[src/rtl/rgb_to_hsi_pixel_converter_top_macros.svh]
// Assertion helpers used by the converter top module.
`ifndef RGB_TO_HSI_PIXEL_CONVERTER_TOP_MACROS_SVH
`define RGB_TO_HSI_PIXEL_CONVERTER_TOP_MACROS_SVH

// Same-cycle implication, checked on clk, off during reset
`define RHPC_ASSERT_IMP(lbl, ante, cons, msg) \
  lbl: assert property (@(posedge clk) disable iff (!rst_n) (ante) |-> (cons)) \
    else $error(msg);

// Next-cycle implication, checked on clk, off during reset
`define RHPC_ASSERT_NXT(lbl, ante, cons, msg) \
  lbl: assert property (@(posedge clk) disable iff (!rst_n) (ante) |=> (cons)) \
    else $error(msg);

`endif

[src/rtl/rhpc_pkg.sv]
`default_nettype none
package rhpc_pkg;

  // Hue fraction bits and the row length (one quotient bit per cell)
  localparam int FRAC_BITS = 16;
  localparam int CELLS     = FRAC_BITS + 1;
  localparam int P_W       = FRAC_BITS - 1;

  // Hue divider operand width (max(|2R-G-B|*2^20, |G-B|*sqrt3*2^20))
  localparam int HD_W   = 29;
  // Saturation divider: denominator 2*sum, numerator 510*(sum-3min)+sum
  localparam int SD_W   = 11;
  localparam int SNUM_W = 19;

  localparam logic [20:0] SQRT3_Q20  = 21'd1816187;
  localparam logic [15:0] ATAN_K_Q20 = 16'd45560;
  localparam logic [13:0] RECIP6_Q16 = 14'd10923;

  // Beat moving down the cell row
  typedef struct packed {
    logic              valid;
    logic [HD_W-1:0]   hrem;
    logic [HD_W-1:0]   hden;
    logic [CELLS-1:0]  hbits;
    logic [CELLS-1:0]  hq;
    logic [SD_W-1:0]   srem;
    logic [SD_W-1:0]   sden;
    logic [CELLS-1:0]  sbits;
    logic [CELLS-1:0]  sq;
    logic              steep;
    logic              xneg;
    logic              yneg;
    logic              grey;
    logic [7:0]        inten;
  } cell_t;

  // Finished result out of the tail
  typedef struct packed {
    logic       valid;
    logic [7:0] hue;
    logic [7:0] sat;
    logic [7:0] inten;
  } res_t;

endpackage
`default_nettype wire

[src/rtl/rhpc_tail.sv]
`default_nettype none
// Arctangent approximation, octant unfolding and output scaling
module rhpc_tail (
  input  wire              clk,
  input  wire              rst_n,
  input  wire              en,
  input  rhpc_pkg::cell_t  cin,
  output rhpc_pkg::res_t   res
);

  localparam int C  = rhpc_pkg::CELLS;
  localparam int F  = rhpc_pkg::FRAC_BITS;
  localparam int PW = rhpc_pkg::P_W;
  localparam logic [C-1:0] ONE = C'(1) << F;

  // stage 1 registers
  logic           v1_r;
  logic [C-1:0]   z1_r;
  logic [PW-1:0]  p1_r;
  logic [C-1:0]   sq1_r;
  logic           steep1_r, xneg1_r, yneg1_r, grey1_r;
  logic [7:0]     inten1_r;
  // stage 2 registers
  logic           v2_r;
  logic [C-1:0]   ang2_r;
  logic [C-1:0]   sq2_r;
  logic           grey2_r;
  logic [7:0]     inten2_r;

  logic [C-1:0]     omz;
  logic [2*C-1:0]   zprod;
  logic [PW+15:0]   pkf;
  logic [C-1:0]     pk;
  logic [C-1:0]     t;
  logic [C-1:0]     a0;
  logic [C-1:0]     a1;
  logic [C-1:0]     ang_nxt;
  logic [C+9:0]     hp;
  logic [9:0]       hv;

  // z*(1-z)
  always_comb begin
    omz   = ONE - cin.hq;
    zprod = cin.hq * omz;
  end

  // t = z/8 + k*z*(1-z), then unfold to the full turn
  always_comb begin
    pkf = p1_r * rhpc_pkg::ATAN_K_Q20;
    pk  = C'(pkf >> 20);
    t   = (z1_r >> 3) + pk;
    a0  = steep1_r ? ((ONE >> 2) - t) : t;
    a1  = xneg1_r ? ((ONE >> 1) - a0) : a0;
    ang_nxt = yneg1_r ? (ONE - a1) : a1;
  end

  always_ff @(posedge clk) begin
    if (!rst_n) begin
      v1_r <= 1'b0;
      v2_r <= 1'b0;
    end else if (en) begin
      v1_r <= cin.valid;
      v2_r <= v1_r;
    end
  end

  always_ff @(posedge clk) begin
    if (en) begin
      z1_r     <= cin.hq;
      p1_r     <= zprod[F +: PW];
      sq1_r    <= cin.sq;
      steep1_r <= cin.steep;
      xneg1_r  <= cin.xneg;
      yneg1_r  <= cin.yneg;
      grey1_r  <= cin.grey;
      inten1_r <= cin.inten;
      ang2_r   <= ang_nxt;
      sq2_r    <= sq1_r;
      grey2_r  <= grey1_r;
      inten2_r <= inten1_r;
    end
  end

  // scale by 255 with half-up rounding, clamp
  always_comb begin
    hp = ((C+10)'(ang2_r) * (C+10)'(255)) + ((C+10)'(1) << (F-1));
    hv = hp[F +: 10];
    res.valid = v2_r;
    res.inten = inten2_r;
    if (grey2_r) begin
      res.hue = 8'd0;
      res.sat = 8'd0;
    end else begin
      res.hue = (hv > 10'd255) ? 8'd255 : hv[7:0];
      res.sat = (sq2_r > C'(255)) ? 8'd255 : sq2_r[7:0];
    end
  end

endmodule
`default_nettype wire

[config.mk]
export PLATFORM = sky130hd
export DESIGN_NAME = rhpc_tail
export DESIGN_NICKNAME = d
export VERILOG_FILES = /design/src/rtl/rgb_to_hsi_pixel_converter_top_macros.svh /design/src/rtl/rhpc_pkg.sv /design/src/rtl/rhpc_tail.sv
export SDC_FILE = /design/constraint.sdc
export NUM_CORES = 1
export LEC_CHECK = 0
export BUFFER_PORTS_ARGS = -buffer_cell sky130_fd_sc_hd__buf_2
export CORE_MARGIN = 1
export CORE_UTILIZATION = 68
export DETAILED_ROUTE_END_ITERATION = 16
export PLACE_DENSITY = 0.95
export SETUP_SLACK_MARGIN = 0.2
export SYNTH_ARGS = -nofsm -noshare
export SYNTH_HDL_FRONTEND = slang
export SYNTH_SLANG_ARGS = --single-unit
[constraint.sdc]
create_clock -name clk -period 27.4 [get_ports clk]
set_clock_uncertainty 0.15 [all_clocks]
set_input_delay 5.48 -clock clk [delete_from_list [all_inputs] [get_ports clk]]
set_output_delay 5.48 -clock clk [all_outputs]
set_load 0.005 [all_outputs]
==> results.yml <==
synthesis:
  async_flop_share_pct: 0
  synth_fa_ha_area_share_pct: 52.27
  ys_types: 71
  synth_compound_area_share_pct: 7.293
  synthTopCellsByArea: "fa_1 36%, ha_1 17%, edfxtp_1 14%"
  synthTopCellsByCount: "471 x inv_1, 378 x fa_1, 281 x ha_1"
  synth_top_area_cell: "fa_1"
  synth_top_family_by_area: "adder cells"
  yosysSeqAreaShare_pct: 14.49
  yosys_warnings: 0
  postSynthAreaPerCell_um2: 10.14
  synthSimpleGateAreaFrac_pct: 12.43
  synthFlopType: "edfxtp_1"
  synthMostInstantiatedCell: "inv_1"
  synthesis.nets: 2915
  synth_edf_count: 101
  synth_top_area_share_pct: 35.69
  muxShareOfSynthArea_pct: 0.3422
  synth_cells: 2092
  synth-xor-area-share_pct: 3.576
  ys_ff_latch: 103
  syn-cell-area_um2: 21200
detailed_routing:
  drt_pre_antenna_iters: 5
  drt_drc_violations_left: 0
  vias: 15259
  drt-initial-drc-count: 1272
  ant_nets: 0
  drt-wirelength-per-cell_um: 19.59
  viasPerCell: 6.072
  wirelength_um: 49240
layout:
  drive_above_1_share_pct: 5.385
  fin_nets: 2935
  postLayoutCellArea_um2: 22140
  nFillCells: 1886
  n_antenna_cell: 0
  register_area_um2: 3073
  multi_input_area_um2: 16100
  area_growth_pct: 4.426
timing:
  worstMarginPinSlew_ns: 1.383
  final_max_slew_viol_count: 0
  finalCritPeriodShare_pct: 51.16
  relSlewSlack_pct: 6.566
  layout_min_cycle_time_ns: 14.02
  clock.fmax_mhz: 71.34
  grt_setup_unrepaired: "false"
  tns_ns: 0
  setup_viol: 0
  hold_viol: 0
placement:
  portBuffers: 74
  hpwl_um: 39110
  postPlaceCellArea_um2: 21820
  gp_congestion: 0.8992
setup_path:
  cp.required_ns: 27.37
  crit_fanout: 25
  r2r_slack_ns: 17.20
  worst_setup_path_end_kind: "flip-flop"
  critPathArrivalTime_ns: 13.99
  path_common_cell: "fa_1"
  reg2reg_depth: 32
  cp-start-kind: "input pin"
  rr_startpoint: "p1_r[11]"
  r2r-end: "ang2_r[15]"
  cpMaxStageDelayCell: "fa_1"
  startpoint: "cin[68]"
  path_class: "in -> reg"
  cpPeakStageDelay_ns: 0.54
floorplanning:
  dieHeight_um: 178.6
  rows: 64
  start_util_pct: 69.14
  ios: 189
  coreArea_um2: 30670
  dieWidth_um: 178.6
  die_area_um2: 31890
global_routing:
  grt_pass1_vias: 17338
  antenna_found_initial: 0
  overflow: 0
  grtUsageTotal_pct: 33.25
  grt-busiest-layer: "met2"
  grt.met1_usage_pct: 39.45
  grt_max_degree: 85
  grt_util_met3_pct: 5.904
  grt.met2_usage_pct: 57.86
  grt_pass1_wl_um: 82160
clock_network:
  worstSkewPairLatency_ns: 0.37
  root_buffer: "clkbuf_16"
  cts_resized: 0
  clock_path_buffers: 2
  cts.sinks: 103
  path_clk_slew_ns: 0.09
  cts_htree_levels: 3
  ctsHoldBuffers: 0
  cts_tree: "yes"
  postCtsSetupBuffers: 0
  cts_buffers: 9
hold_path:
  holdPathStages: 0
  hp-start: "sq1_r[3]"
  whs_endpoint: "sq2_r[3]"
  hold_class: "reg -> reg"
job:
  maxCapViolCount: 0
outcome:
  status: "finished, final reports clean"
==> cell usage in the layout (no fill, tap or decap), types with 5 or more instances in the layout <==
cell type  count
a2111oi_0      5
a211oi_1       7
a21o_1        20
a21oi_1       53
a31oi_1       10
and2_1        14
and3_1        10
and4_1         6
buf_2         73
clkbuf_16      9
edfxtp_1     101
fa_1         378
ha_1         281
inv_1        471
mux2i_1        5
nand2_1       86
nand2b_1     165
nand3_1       20
nor2_1        59
nor2b_1       60
nor3_1        16
nor3b_1        7
nor4_1         6
o211ai_1      16
o21a_1        14
o21ai_0       37
o31ai_1        6
o41ai_1        5
or2_2          7
or3_1         12
xnor2_1       62
xor2_1        22
==> how the worst max path moves through the flow <==
stage | endpoint | slack [ns] | cells after the start
after global placement | p1_r[14] | 13.50 | 30
final | p1_r[13] | 13.38 | 30
after floorplan | p1_r[8] | 14.84 | 31
after global routing | p1_r[13] | 12.99 | 30
after detailed placement | p1_r[13] | 13.25 | 30
after CTS | p1_r[13] | 13.57 | 30
==> state kept, by name (all words and copies together) (netlist names) <==
register  flops
v1_r          1
grey2_r       1
sq1_r        17
grey1_r       1
xneg1_r       1
ang2_r       17
steep1_r      1
inten2_r      8
p1_r         15
z1_r         14
sq2_r        17
yneg1_r       1
v2_r          1
inten1_r      8
==> through the flow <==
step	worst slack [ns]	hold WS [ns]	utilization, %	std cells
2_1_floorplan	14.84	0.2503	-	2092
3_3_place_gp	13.50	0.2511	71.13	2497
5_1_grt	12.99	0.2694	72.20	2513
4_1_cts	13.57	0.2656	72.20	2513
6_report	13.38	0.2627	72.20	2513
3_5_place_dp	13.25	0.2563	71.13	2497
==> cell families after synthesis <==
group,count (synthesis)
AOI/OAI and AO/OA,221
and+or+nand+nor,479
muxes,7
adders and majority gates,659
buffers and inverters,538
xor gates and xnor gates,85
DFF,103
==> final cells by class <==
type                            instances  share of cell area (%)
Clock inverter                          7                  0.4577
Sequential cell                       103                   13.88
Timing Repair Buffer                   75                   1.718
Tap cell                              396                   2.238
Inverter                              472                   8.001
Clock buffer                            9                   1.017
Multi-Input combinational cell       1451                   72.69
==> routing by layer <==
metal	up-vias	part of all wire [%]	routed length, µm
met5	-	0	0
met4	0	5.0	2476
met3	255	7.6	3766
met2	807	52	25410
met1	7549	36	17590
li1	6648	-	-
==> worst max-delay path, delay by kind of cell <==
family                     cells  cell delay (ns)
AOI/OAI and AO/OA              3             0.99
xor gates and xnor gates       1             0.10
adders and majority gates      9             3.91
buffers and inverters          6             1.00
and+or+nand+nor               11             2.51
Power is not shown: default switching activity piles up to over one toggle a cycle in this logic, so the estimate is an artifact.
