$ cat src/rtl/rgb_to_hsi_pixel_converter_top_macros.svh
// Assertion helpers used by the converter top module.
`ifndef RGB_TO_HSI_PIXEL_CONVERTER_TOP_MACROS_SVH
`define RGB_TO_HSI_PIXEL_CONVERTER_TOP_MACROS_SVH

// Same-cycle implication, checked on clk, off during reset
`define RHPC_ASSERT_IMP(lbl, ante, cons, msg) \
  lbl: assert property (@(posedge clk) disable iff (!rst_n) (ante) |-> (cons)) \
    else $error(msg);

// Next-cycle implication, checked on clk, off during reset
`define RHPC_ASSERT_NXT(lbl, ante, cons, msg) \
  lbl: assert property (@(posedge clk) disable iff (!rst_n) (ante) |=> (cons)) \
    else $error(msg);

`endif

$ cat src/rtl/rhpc_pkg.sv
`default_nettype none
package rhpc_pkg;

  // Hue fraction bits and the row length (one quotient bit per cell)
  localparam int FRAC_BITS = 16;
  localparam int CELLS     = FRAC_BITS + 1;
  localparam int P_W       = FRAC_BITS - 1;

  // Hue divider operand width (max(|2R-G-B|*2^20, |G-B|*sqrt3*2^20))
  localparam int HD_W   = 29;
  // Saturation divider: denominator 2*sum, numerator 510*(sum-3min)+sum
  localparam int SD_W   = 11;
  localparam int SNUM_W = 19;

  localparam logic [20:0] SQRT3_Q20  = 21'd1816187;
  localparam logic [15:0] ATAN_K_Q20 = 16'd45560;
  localparam logic [13:0] RECIP6_Q16 = 14'd10923;

  // Beat moving down the cell row
  typedef struct packed {
    logic              valid;
    logic [HD_W-1:0]   hrem;
    logic [HD_W-1:0]   hden;
    logic [CELLS-1:0]  hbits;
    logic [CELLS-1:0]  hq;
    logic [SD_W-1:0]   srem;
    logic [SD_W-1:0]   sden;
    logic [CELLS-1:0]  sbits;
    logic [CELLS-1:0]  sq;
    logic              steep;
    logic              xneg;
    logic              yneg;
    logic              grey;
    logic [7:0]        inten;
  } cell_t;

  // Finished result out of the tail
  typedef struct packed {
    logic       valid;
    logic [7:0] hue;
    logic [7:0] sat;
    logic [7:0] inten;
  } res_t;

endpackage
`default_nettype wire

$ cat src/rtl/rhpc_cell.sv
`default_nettype none
// One restoring-division step for both the hue ratio and the saturation quotient
module rhpc_cell (
  input  wire                  clk,
  input  wire                  rst_n,
  input  wire                  en,
  input  rhpc_pkg::cell_t      cin,
  output rhpc_pkg::cell_t      cout
);

  rhpc_pkg::cell_t          c_r;
  rhpc_pkg::cell_t          c_nxt;
  logic [rhpc_pkg::HD_W:0]  hr2;
  logic [rhpc_pkg::HD_W:0]  hdiff;
  logic                     hge;
  logic [rhpc_pkg::SD_W:0]  sr2;
  logic [rhpc_pkg::SD_W:0]  sdiff;
  logic                     sge;

  // shift in the next dividend bit, subtract when it fits
  always_comb begin
    c_nxt = cin;
    hr2   = {cin.hrem, cin.hbits[rhpc_pkg::CELLS-1]};
    hdiff = hr2 - {1'b0, cin.hden};
    hge   = (hr2 >= {1'b0, cin.hden});
    sr2   = {cin.srem, cin.sbits[rhpc_pkg::CELLS-1]};
    sdiff = sr2 - {1'b0, cin.sden};
    sge   = (sr2 >= {1'b0, cin.sden});
    c_nxt.hrem  = hge ? hdiff[rhpc_pkg::HD_W-1:0] : hr2[rhpc_pkg::HD_W-1:0];
    c_nxt.hq    = {cin.hq[rhpc_pkg::CELLS-2:0], hge};
    c_nxt.hbits = {cin.hbits[rhpc_pkg::CELLS-2:0], 1'b0};
    c_nxt.srem  = sge ? sdiff[rhpc_pkg::SD_W-1:0] : sr2[rhpc_pkg::SD_W-1:0];
    c_nxt.sq    = {cin.sq[rhpc_pkg::CELLS-2:0], sge};
    c_nxt.sbits = {cin.sbits[rhpc_pkg::CELLS-2:0], 1'b0};
  end

  // valid bit is reset, payload just follows the enable
  always_ff @(posedge clk) begin
    if (!rst_n) begin
      c_r.valid <= 1'b0;
    end else if (en) begin
      c_r.valid <= c_nxt.valid;
    end
    if (en) begin
      c_r.hrem  <= c_nxt.hrem;
      c_r.hden  <= c_nxt.hden;
      c_r.hbits <= c_nxt.hbits;
      c_r.hq    <= c_nxt.hq;
      c_r.srem  <= c_nxt.srem;
      c_r.sden  <= c_nxt.sden;
      c_r.sbits <= c_nxt.sbits;
      c_r.sq    <= c_nxt.sq;
      c_r.steep <= c_nxt.steep;
      c_r.xneg  <= c_nxt.xneg;
      c_r.yneg  <= c_nxt.yneg;
      c_r.grey  <= c_nxt.grey;
      c_r.inten <= c_nxt.inten;
    end
  end

  assign cout = c_r;

endmodule
`default_nettype wire

$ cat config.mk
export PLATFORM = sky130hd
export DESIGN_NAME = rhpc_cell
export DESIGN_NICKNAME = d
export VERILOG_FILES = /design/src/rtl/rgb_to_hsi_pixel_converter_top_macros.svh /design/src/rtl/rhpc_pkg.sv /design/src/rtl/rhpc_cell.sv
export SDC_FILE = /design/constraint.sdc
export NUM_CORES = 1
export LEC_CHECK = 0
export BUFFER_PORTS_ARGS = -buffer_cell sky130_fd_sc_hd__clkbuf_2
export CORE_MARGIN = 5
export CORE_UTILIZATION = 50
export CTS_CLUSTER_SIZE = 24
export DETAILED_ROUTE_END_ITERATION = 8
export PLACE_DENSITY = 0.8
export SLEW_MARGIN = 20
export SYNTH_ARGS = -nofsm -noshare
export SYNTH_HDL_FRONTEND = slang
export SYNTH_SLANG_ARGS = --single-unit
export TNS_END_PERCENT = 10
$ cat constraint.sdc
create_clock -name clk -period 8.7 [get_ports clk]
set_input_delay 1.74 -clock clk [delete_from_list [all_inputs] [get_ports clk]]
set_output_delay 1.74 -clock clk [all_outputs]
set_load 0.05 [all_outputs]
==> results.sh <==
export IMPL_outcome="complete, no violations"
export IMPL_synth_cells=570
export IMPL_final_nets=1096
export IMPL_power_density_nw_per_um2=233.8
export IMPL_max_freq_mhz=207.7
export IMPL_maxCapViolations=0
export IMPL_grt_pass1_wl_mm=31.05
export IMPL_setup_viol=0
export IMPL_r2r_start="cout[160]"
export IMPL_irDropWorstVdd_mv=0.1234
export IMPL_synth_seq_area_share_pct=61.87
export IMPL_tns_ns=0
export IMPL_fin_crit_sh_pct=55.34
export IMPL_routed_via_count=5706
export IMPL_wl_per_cell_um=19.10
export IMPL_tightest_slew_ns=1.040
export IMPL_postRouteAntennaNets=0
export IMPL_syn_area_per_cell_um2=13.51
export IMPL_wl_mm=20.84
export IMPL_first_iter_violations=334
export IMPL_yosys_warnings=0
export IMPL_grt_overflow=0
export IMPL_final_cell_mix="clkbuf_2, edfxtp_1, inv_1, ha_1, a21oi_1"
export IMPL_synth_area_leader_cell="edfxtp_1"
export IMPL_clock_path_buffers=2
export IMPL_drcViolationCount=0
export IMPL_ctsResizeCount=0
export IMPL_pin_count=325
export IMPL_ys_flop_type="edfxtp_1"
export IMPL_rows=45
export IMPL_die_h_um=134.1
export IMPL_crit_required_ns=8.87
export IMPL_core_um2=15150
export IMPL_hold_class="register to register"
export IMPL_post_route_util_pct=66.28
export IMPL_synth_top_cell_area_share_pct=61.61
export IMPL_crit_reg2reg_capture="cout[160]"
export IMPL_first_pass_iters=5
export IMPL_cts_max_level=4
export IMPL_antenna_found_initial=0
export IMPL_critPathMaxFanout=20
export IMPL_grt_pass1_vias=5838
export IMPL_gp_congestion=0.8869
export IMPL_ys_top_cells_by_area="edfxtp_1, ha_1, mux2_4"
export IMPL_rsz0062_at_grt="false"
export IMPL_crit_type="primary input to register"
export IMPL_cts_tree="built"
export IMPL_largest_reg_flops=159
export IMPL_postCtsSetupBuffers=0
export IMPL_initial_core_util_pct=50.85
export IMPL_synth_seq_cells=159
export IMPL_grt_usage_pct=22.62
export IMPL_die_x_um=134.1
export IMPL_maxSlewViolCount=0
export IMPL_ys_async_sr_fraction_pct=0
export IMPL_crit_end="cout[134]"
export IMPL_grt_start_max_net_pins=97
export IMPL_leakagePower_nw=4.572
export IMPL_r2r_slack_ns=8.09
export IMPL_path_clk_slew_ns=0.07
export IMPL_clock_root_buffer="clkbuf_16"
export IMPL_relSlewSlack_pct=30.38
export IMPL_dieArea_um2=17980
export IMPL_synth_cell_type_count=51
export IMPL_io_buffers=320
export IMPL_finalCriticalPeriod_ns=4.814
export IMPL_synth_edff_count=158
export IMPL_startpoint_type="primary input"
export IMPL_syn_area_um2=7701
export IMPL_synthToLayoutAreaGrowth_pct=30.35
export IMPL_startpoint="cin[117]"
export IMPL_fin_worst_skew_ns=0
export IMPL_r2r_cells=2
export IMPL_layout_commonest_cell="clkbuf_2"
export IMPL_via_per_inst=5.230
export IMPL_clk_latency_ns=0.42
export IMPL_endpoint_kind="register"
export IMPL_n_antenna_cell=0
export IMPL_holdBufCountCts=0
export IMPL_cts_sinks=159
export IMPL_drive_gt1_share_pct=43.63
export IMPL_cts_made_buffers=17
export IMPL_hold_viol=0
export IMPL_hpwl_mm=16.59
export IMPL_arrival_ns=4.99
export IMPL_power_mw=2.347
## per-stage QoR
| stage | instances | instance area (um2) | hold slack (ns) | setup WS [ns] |
|---|---|---|---|---|
| after floorplan | 571 | 7705 | 0.7429 | 4.458 |
| after global placement | 1059 | 9445 | 0.4969 | 3.455 |
| after detailed placement | 1059 | 9445 | 0.5253 | 3.373 |
| after CTS | 1091 | 10040 | 0.5421 | 3.826 |
| after global routing | 1091 | 10040 | 0.6040 | 3.692 |
| final | 1091 | 10040 | 0.5353 | 3.886 |
## report_power, final
group | leakage [nW] | internal, mW | switching, mW
logic | 2.73 | 0.189 | 0.455
registers | 1.55 | 0.935 | 0.0200
clock network | 0.286 | 0.409 | 0.339
## critical path, cell delays in order
cell,delay (ns)
clkbuf_2,0.10
inv_1,0.05
ha_1,0.41
a21oi_1,0.30
o21ai_0,0.14
a211oi_1,0.38
o21bai_1,0.17
or2_4,0.30
a41oi_4,0.57
buf_4,0.47
mux2_4,0.34
## layout make-up
cell class,count,area (um2)
fillers,1160,5107
flip-flops and latches,159,4765
multi-input cells,337,2624
repair buffers,322,1623
clock buffers,17,425.4
well taps,188,235.2
inverters,53,198.9
clock inverters,15,167.7
## synthesized netlist by cell type, types with 2 or more instances
| master | number |
|---|---|
| edfxtp_1 | 158 |
| inv_1 | 53 |
| ha_1 | 40 |
| a21oi_1 | 35 |
| nor2_1 | 33 |
| mux2_4 | 27 |
| nand2_1 | 25 |
| o21ai_0 | 23 |
| xnor2_1 | 19 |
| clkbuf_1 | 13 |
| nand4_1 | 11 |
| nor3_1 | 11 |
| xor2_1 | 11 |
| a211oi_1 | 10 |
| a21o_1 | 8 |
| mux2_2 | 8 |
| o211ai_1 | 7 |
| o21a_1 | 7 |
| nor2b_1 | 6 |
| mux2i_1 | 5 |
| nand3_1 | 5 |
| o31ai_1 | 5 |
| a31oi_1 | 4 |
| buf_2 | 4 |
| a221oi_1 | 3 |
| and3_1 | 3 |
| buf_6 | 3 |
| nand2b_1 | 3 |
| a311o_1 | 2 |
| and2_1 | 2 |
| buf_4 | 2 |
| fa_1 | 2 |
| nor4_1 | 2 |
| o21bai_1 | 2 |
| o22ai_1 | 2 |
## per-layer routing
metal | wire [um] | GRT usage (%) | vias to the layer above
li1 | - | - | 2762
met1 | 7201 | 23.01 | 2684
met2 | 11090 | 42.06 | 222
met3 | 1807 | 7.727 | 38
met4 | 737 | 9.615 | 0
met5 | 0 | 0 | -
## how the worst min path moves through the flow
stage / cells past startpoint / slack (ns) / from / end
finish: 2 / 0.54 / cout[160] / cout[160]
global route: 2 / 0.60 / cout[160] / cout[160]
CTS: 2 / 0.54 / cout[160] / cout[160]
detailed placement: 2 / 0.53 / cout[160] / cout[160]
global placement: 2 / 0.50 / cout[160] / cout[160]
floorplan: 2 / 0.74 / cout[160] / cout[160]
## kinds of logic after synthesis
logic type / share of synthesized area [%]
adder cells (fa/ha/maj): 7.019
multiplexers: 7.084
flip-flops: 61.87
AND/OR/NAND/NOR: 6.434
AO/OA/AOI/OAI: 10.02
buffers and inverters: 4.110
XOR/XNOR: 3.412
other: 0.04869
(Power assumes the default switching activity.)
