**config.mk**
```make
export PLATFORM = sky130hd
export DESIGN_NAME = rhpc_front
export DESIGN_NICKNAME = d
export VERILOG_FILES = /design/src/rtl/rgb_to_hsi_pixel_converter_top_macros.svh /design/src/rtl/rhpc_pkg.sv /design/src/rtl/rhpc_front.sv
export SDC_FILE = /design/constraint.sdc
export NUM_CORES = 1
export LEC_CHECK = 0
export ABC_AREA = 1
export BUFFER_PORTS_ARGS = -buffer_cell sky130_fd_sc_hd__buf_2
export CAP_MARGIN = 20
export CORE_UTILIZATION = 60
export CTS_CLUSTER_SIZE = 14
export DETAILED_ROUTE_END_ITERATION = 10
export PLACE_DENSITY_LB_ADDON = 0.2
export RECOVER_POWER = 50
export SYNTH_ARGS = -nofsm -noshare
export SYNTH_HDL_FRONTEND = slang
export SYNTH_SLANG_ARGS = --single-unit
```
**constraint.sdc**
```tcl
create_clock -name clk -period 17.8 [get_ports clk]
set_input_delay 4.45 -clock clk [delete_from_list [all_inputs] [get_ports clk]]
set_output_delay 4.45 -clock clk [all_outputs]
set_load 0.01 [all_outputs]
```
**src/rtl/rgb_to_hsi_pixel_converter_top_macros.svh**
```systemverilog
// Assertion helpers used by the converter top module.
`ifndef RGB_TO_HSI_PIXEL_CONVERTER_TOP_MACROS_SVH
`define RGB_TO_HSI_PIXEL_CONVERTER_TOP_MACROS_SVH

// Same-cycle implication, checked on clk, off during reset
`define RHPC_ASSERT_IMP(lbl, ante, cons, msg) \
  lbl: assert property (@(posedge clk) disable iff (!rst_n) (ante) |-> (cons)) \
    else $error(msg);

// Next-cycle implication, checked on clk, off during reset
`define RHPC_ASSERT_NXT(lbl, ante, cons, msg) \
  lbl: assert property (@(posedge clk) disable iff (!rst_n) (ante) |=> (cons)) \
    else $error(msg);

`endif

```
**src/rtl/rhpc_pkg.sv**
```systemverilog
`default_nettype none
package rhpc_pkg;

  // Hue fraction bits and the row length (one quotient bit per cell)
  localparam int FRAC_BITS = 16;
  localparam int CELLS     = FRAC_BITS + 1;
  localparam int P_W       = FRAC_BITS - 1;

  // Hue divider operand width (max(|2R-G-B|*2^20, |G-B|*sqrt3*2^20))
  localparam int HD_W   = 29;
  // Saturation divider: denominator 2*sum, numerator 510*(sum-3min)+sum
  localparam int SD_W   = 11;
  localparam int SNUM_W = 19;

  localparam logic [20:0] SQRT3_Q20  = 21'd1816187;
  localparam logic [15:0] ATAN_K_Q20 = 16'd45560;
  localparam logic [13:0] RECIP6_Q16 = 14'd10923;

  // Beat moving down the cell row
  typedef struct packed {
    logic              valid;
    logic [HD_W-1:0]   hrem;
    logic [HD_W-1:0]   hden;
    logic [CELLS-1:0]  hbits;
    logic [CELLS-1:0]  hq;
    logic [SD_W-1:0]   srem;
    logic [SD_W-1:0]   sden;
    logic [CELLS-1:0]  sbits;
    logic [CELLS-1:0]  sq;
    logic              steep;
    logic              xneg;
    logic              yneg;
    logic              grey;
    logic [7:0]        inten;
  } cell_t;

  // Finished result out of the tail
  typedef struct packed {
    logic       valid;
    logic [7:0] hue;
    logic [7:0] sat;
    logic [7:0] inten;
  } res_t;

endpackage
`default_nettype wire

```
**src/rtl/rhpc_front.sv**
```systemverilog
`default_nettype none
// Entry stage: intensity, vector setup for hue, dividend/divisor setup
module rhpc_front (
  input  wire              clk,
  input  wire              rst_n,
  input  wire              en,
  input  wire              valid,
  input  wire  [7:0]       red,
  input  wire  [7:0]       green,
  input  wire  [7:0]       blue,
  output rhpc_pkg::cell_t  cout
);

  localparam int NX_W = rhpc_pkg::SNUM_W + rhpc_pkg::CELLS;

  rhpc_pkg::cell_t              c_r;
  rhpc_pkg::cell_t              c_nxt;
  logic [9:0]                   sum;
  logic [7:0]                   mn;
  logic [10:0]                  ix;
  logic [24:0]                  iprod;
  logic signed [10:0]           xv;
  logic signed [8:0]            yv;
  logic [8:0]                   ax;
  logic [7:0]                   ay;
  logic [rhpc_pkg::HD_W-1:0]    xs;
  logic [rhpc_pkg::HD_W-1:0]    ys;
  logic [rhpc_pkg::HD_W-1:0]    lo;
  logic [rhpc_pkg::HD_W-1:0]    hi;
  logic                         steep;
  logic [9:0]                   dsat;
  logic [rhpc_pkg::SNUM_W-1:0]  snum;
  logic [NX_W-1:0]              snum_x;

  always_comb begin
    sum = {2'b00, red} + {2'b00, green} + {2'b00, blue};
    mn  = red;
    if (green < mn) mn = green;
    if (blue < mn) mn = blue;

    // round(sum/3) = floor((2*sum+3)/6), reciprocal multiply
    ix    = {sum, 1'b0} + 11'd3;
    iprod = ix * rhpc_pkg::RECIP6_Q16;

    // hue vector (|2R-G-B|, sqrt3*|G-B|)
    xv = $signed({2'b00, red, 1'b0}) - $signed({3'b000, green}) - $signed({3'b000, blue});
    yv = $signed({1'b0, green}) - $signed({1'b0, blue});
    ax = xv[10] ? 9'(-xv) : xv[8:0];
    ay = yv[8] ? 8'(-yv) : yv[7:0];
    xs = {ax, 20'd0};
    ys = ay * rhpc_pkg::SQRT3_Q20;
    steep = (ys > xs);
    lo = steep ? xs : ys;
    hi = steep ? ys : xs;

    // saturation dividend
    dsat   = sum - (10'(mn) * 10'd3);
    snum   = (19'(dsat) * 19'd510) + 19'(sum);
    snum_x = NX_W'(snum);

    c_nxt.valid = valid;
    c_nxt.hrem  = {1'b0, lo[rhpc_pkg::HD_W-1:1]};
    c_nxt.hden  = hi;
    c_nxt.hbits = {lo[0], {(rhpc_pkg::CELLS-1){1'b0}}};
    c_nxt.hq    = '0;
    c_nxt.srem  = snum_x[rhpc_pkg::CELLS +: rhpc_pkg::SD_W];
    c_nxt.sden  = {sum, 1'b0};
    c_nxt.sbits = snum_x[rhpc_pkg::CELLS-1:0];
    c_nxt.sq    = '0;
    c_nxt.steep = steep;
    c_nxt.xneg  = xv[10];
    c_nxt.yneg  = yv[8];
    c_nxt.grey  = (red == green) && (green == blue);
    c_nxt.inten = iprod[23:16];
  end

  // valid bit is reset, payload just follows the enable
  always_ff @(posedge clk) begin
    if (!rst_n) begin
      c_r.valid <= 1'b0;
    end else if (en) begin
      c_r.valid <= c_nxt.valid;
    end
    if (en) begin
      c_r.hrem  <= c_nxt.hrem;
      c_r.hden  <= c_nxt.hden;
      c_r.hbits <= c_nxt.hbits;
      c_r.hq    <= c_nxt.hq;
      c_r.srem  <= c_nxt.srem;
      c_r.sden  <= c_nxt.sden;
      c_r.sbits <= c_nxt.sbits;
      c_r.sq    <= c_nxt.sq;
      c_r.steep <= c_nxt.steep;
      c_r.xneg  <= c_nxt.xneg;
      c_r.yneg  <= c_nxt.yneg;
      c_r.grey  <= c_nxt.grey;
      c_r.inten <= c_nxt.inten;
    end
  end

  assign cout = c_r;

endmodule
`default_nettype wire

```
==> flow_summary_export.csv <==
group,metric,value,unit
status,violations,"capacitance limit, slew limit",
route,viasPerCell,5.327,
hold_path,worst_hold_startpoint,"cout[160]",
sta,slew_headroom,-1.590,
sta,final_max_slew_viol_count,103,
floorplan,dieArea,0.02653,mm²
run,drv_cap,2,
yosys,synth.distinct_cells,43,
placed_design,gp_congestion,0.9217,
worst_setup_path,crit_buf_inv,7,
clocking,postCtsHoldBufs,0,
floorplan,core-area,0.02525,mm²
placed_design,dp_hpwl,31.39,mm
sta,rsz0062_at_grt,"no",
worst_setup_path,crit_top_cell,"nand2_1",
clocking,cts_tree,"done",
floorplan,fp.dieW,162.9,µm
worst_setup_path,crit_path_max_incr_delay,540,ps
floorplan,start_util,0.6149,
route,drc_errors,0,
sta,max_freq,67.42,MHz
yosys,syn_area_per_cell,8.358,µm²
sta,final.setup_skew,0,ps
global_route,grt_max_degree,75,
clocking,postCtsSetupBuffers,0,
finish,drive_gt1_frac,0.03116,
sta,min_period_over_period,0.8333,
clocking,ctsResizeCount,0,
worst_setup_path,critPathSlowestCell,"fa_1",
worst_setup_path,arrival,14960,ps
floorplan,ios,189,
finish,area_growth,6.067,%
yosys,synth_edf_count,98,
route,first_pass_iters,5,
route,via_count,12364,
worst_setup_path,crit_path_end_kind,"flip-flop",
yosys,yosysTopAreaCell,"ha_1",
floorplan,rows,58,
placed_design,numPortBuffers,127,
worst_setup_path,crit_start,"red[5]",
yosys,synth_cells,1858,
global_route,track_usage,0.2901,
yosys,synthArstFlopShare,0,
worst_setup_path,worstPathRequired,17920,ps
yosys,synth.area.top_cells,"ha_1 20%, edfxtp_1 19%, fa_1 18%",
status,status,"finished, violations left",
finish,largest_reg_flops,99,
sta,fin_setup_tns,0,ps
worst_setup_path,r2r_start,"cout[160]",
global_route,grt_first_pass_wirelength,60.51,mm
worst_setup_path,crit_fanout,17,
floorplan,die_h,162.9,µm
clocking,numCtsBuffers,9,
worst_setup_path,path_class,"input pin to flip-flop",
yosys,yosysTopAreaCellShare,0.2022,
worst_setup_path,path_delay_family,"adder cells",
route,dr.first_iter.drc_count,778,
finish,num-fill-cells,2271,
sta,setup_violations,0,
clocking,path_clk_slew,90,ps
yosys,synth_common_cells,"367 x inv_1, 348 x nand2_1, 251 x ha_1",
sta,tightest_slew,3885,ps
yosys,ys.warnings.count,0,
finish,final_nets,2402,
route,ant_nets,0,
yosys,synth_most_common_cell,"inv_1",
global_route,antenna_found_initial,1,
global_route,grt_pass1_vias,12360,
yosys,ys_seq_elements,99,
route,post_drt_wl_per_cell,15.91,µm
global_route,grt_overflow,0,
clocking,clkSinkCount,99,
yosys,syn_area,0.01553,mm²
hold_path,hp-class,"flip-flop to flip-flop",
yosys,synth_flop_cell,"edfxtp_1",
clocking,clk_latency,360,ps
yosys,ys_seq_area_frac,0.1908,
route,wirelength,36.93,mm
sta,hold_viol_final,0,
worst_setup_path,worstSetupStartpointType,"input pin",
clocking,clockRootBuffer,"clkbuf_16",
clocking,clockBufferDepth,2,
clocking,cts_max_level,3,
sta,period_minus_slack,14830,ps
worst register-to-register path, delay by kind of cell, from the launching register on:
kind	cells	cell delay, ps
DFF	1	320
AOI/OAI and AO/OA	2	250
cell families (layout without fill, tap and decap cells):
| family | Yosys count | in the layout | synth area share |
|---|---|---|---|
| AND/OR/NAND/NOR | 617 | 617 | 0.1684 |
| buffers and inverters | 442 | 514 | 0.1236 |
| XOR/XNOR | 108 | 108 | 0.06140 |
| AO/OA/AOI/OAI | 202 | 202 | 0.07542 |
| flip-flops | 99 | 99 | 0.1908 |
| adder cells (fa/ha/maj) | 389 | 389 | 0.3801 |
| other | 1 | 62 | 0.0002415 |
path summary, 6_finish.rpt:
| check | depth (start not counted) | slack (ps) | endpoint |
|---|---|---|---|
| worst min-delay path | 2 | 570 | cout[160] |
| worst max register to register | 2 | 16970 | cout[160] |
| worst min register to register | 2 | 570 | cout[160] |
| worst max-delay path | 45 | 2970 | cout[58] |
per-layer routing:
layer	wire, µm	GRT usage
met4	963	0.08454
met1	15620	0.3737
met2	18090	0.5074
met5	0	0
met3	2256	0.03743
through the flow:
| step | setup slack [ps] | utilization | hold WS (ps) | instances | instance area (µm²) |
|---|---|---|---|---|---|
| after detailed placement | 2670 | 0.6449 | 555.0 | 2304 | 16290 |
| final | 2968 | 0.6522 | 571.3 | 2321 | 16470 |
| after floorplan | 4098 | - | 555.3 | 1918 | 15750 |
| after global placement | 3317 | 0.6449 | 512.8 | 2304 | 16290 |
| after CTS | 3083 | 0.6574 | 566.8 | 2320 | 16600 |
| after global routing | 1887 | 0.6522 | 587.5 | 2321 | 16470 |
layout make-up:
cell class	count	area, µm²	share of cell area
clock buffers	9	225.2	0.01367
well taps	330	412.9	0.02507
repair buffers	129	519.2	0.03153
diodes	1	2.502	0.0001519
multi-input cells	1377	10870	0.6601
inverters	369	1385	0.08409
clock inverters	7	91.34	0.005545
flip-flops and latches	99	2963	0.1799
cells in the final DEF (no fill, tap or decap), drive strengths merged, types with 26 or more instances in the layout:
cell type	instances
a21oi	93
buf	26
clkbuf	112
conb	61
edfxtp	98
fa	138
ha	251
inv	373
nand2	354
nand3	97
nor2	115
o21ai	50
xnor2	37
xor2	71
Power is left out: the tool's default activity adds up to more than one toggle a clock period on the data nets, which glitch-free logic cannot reach.
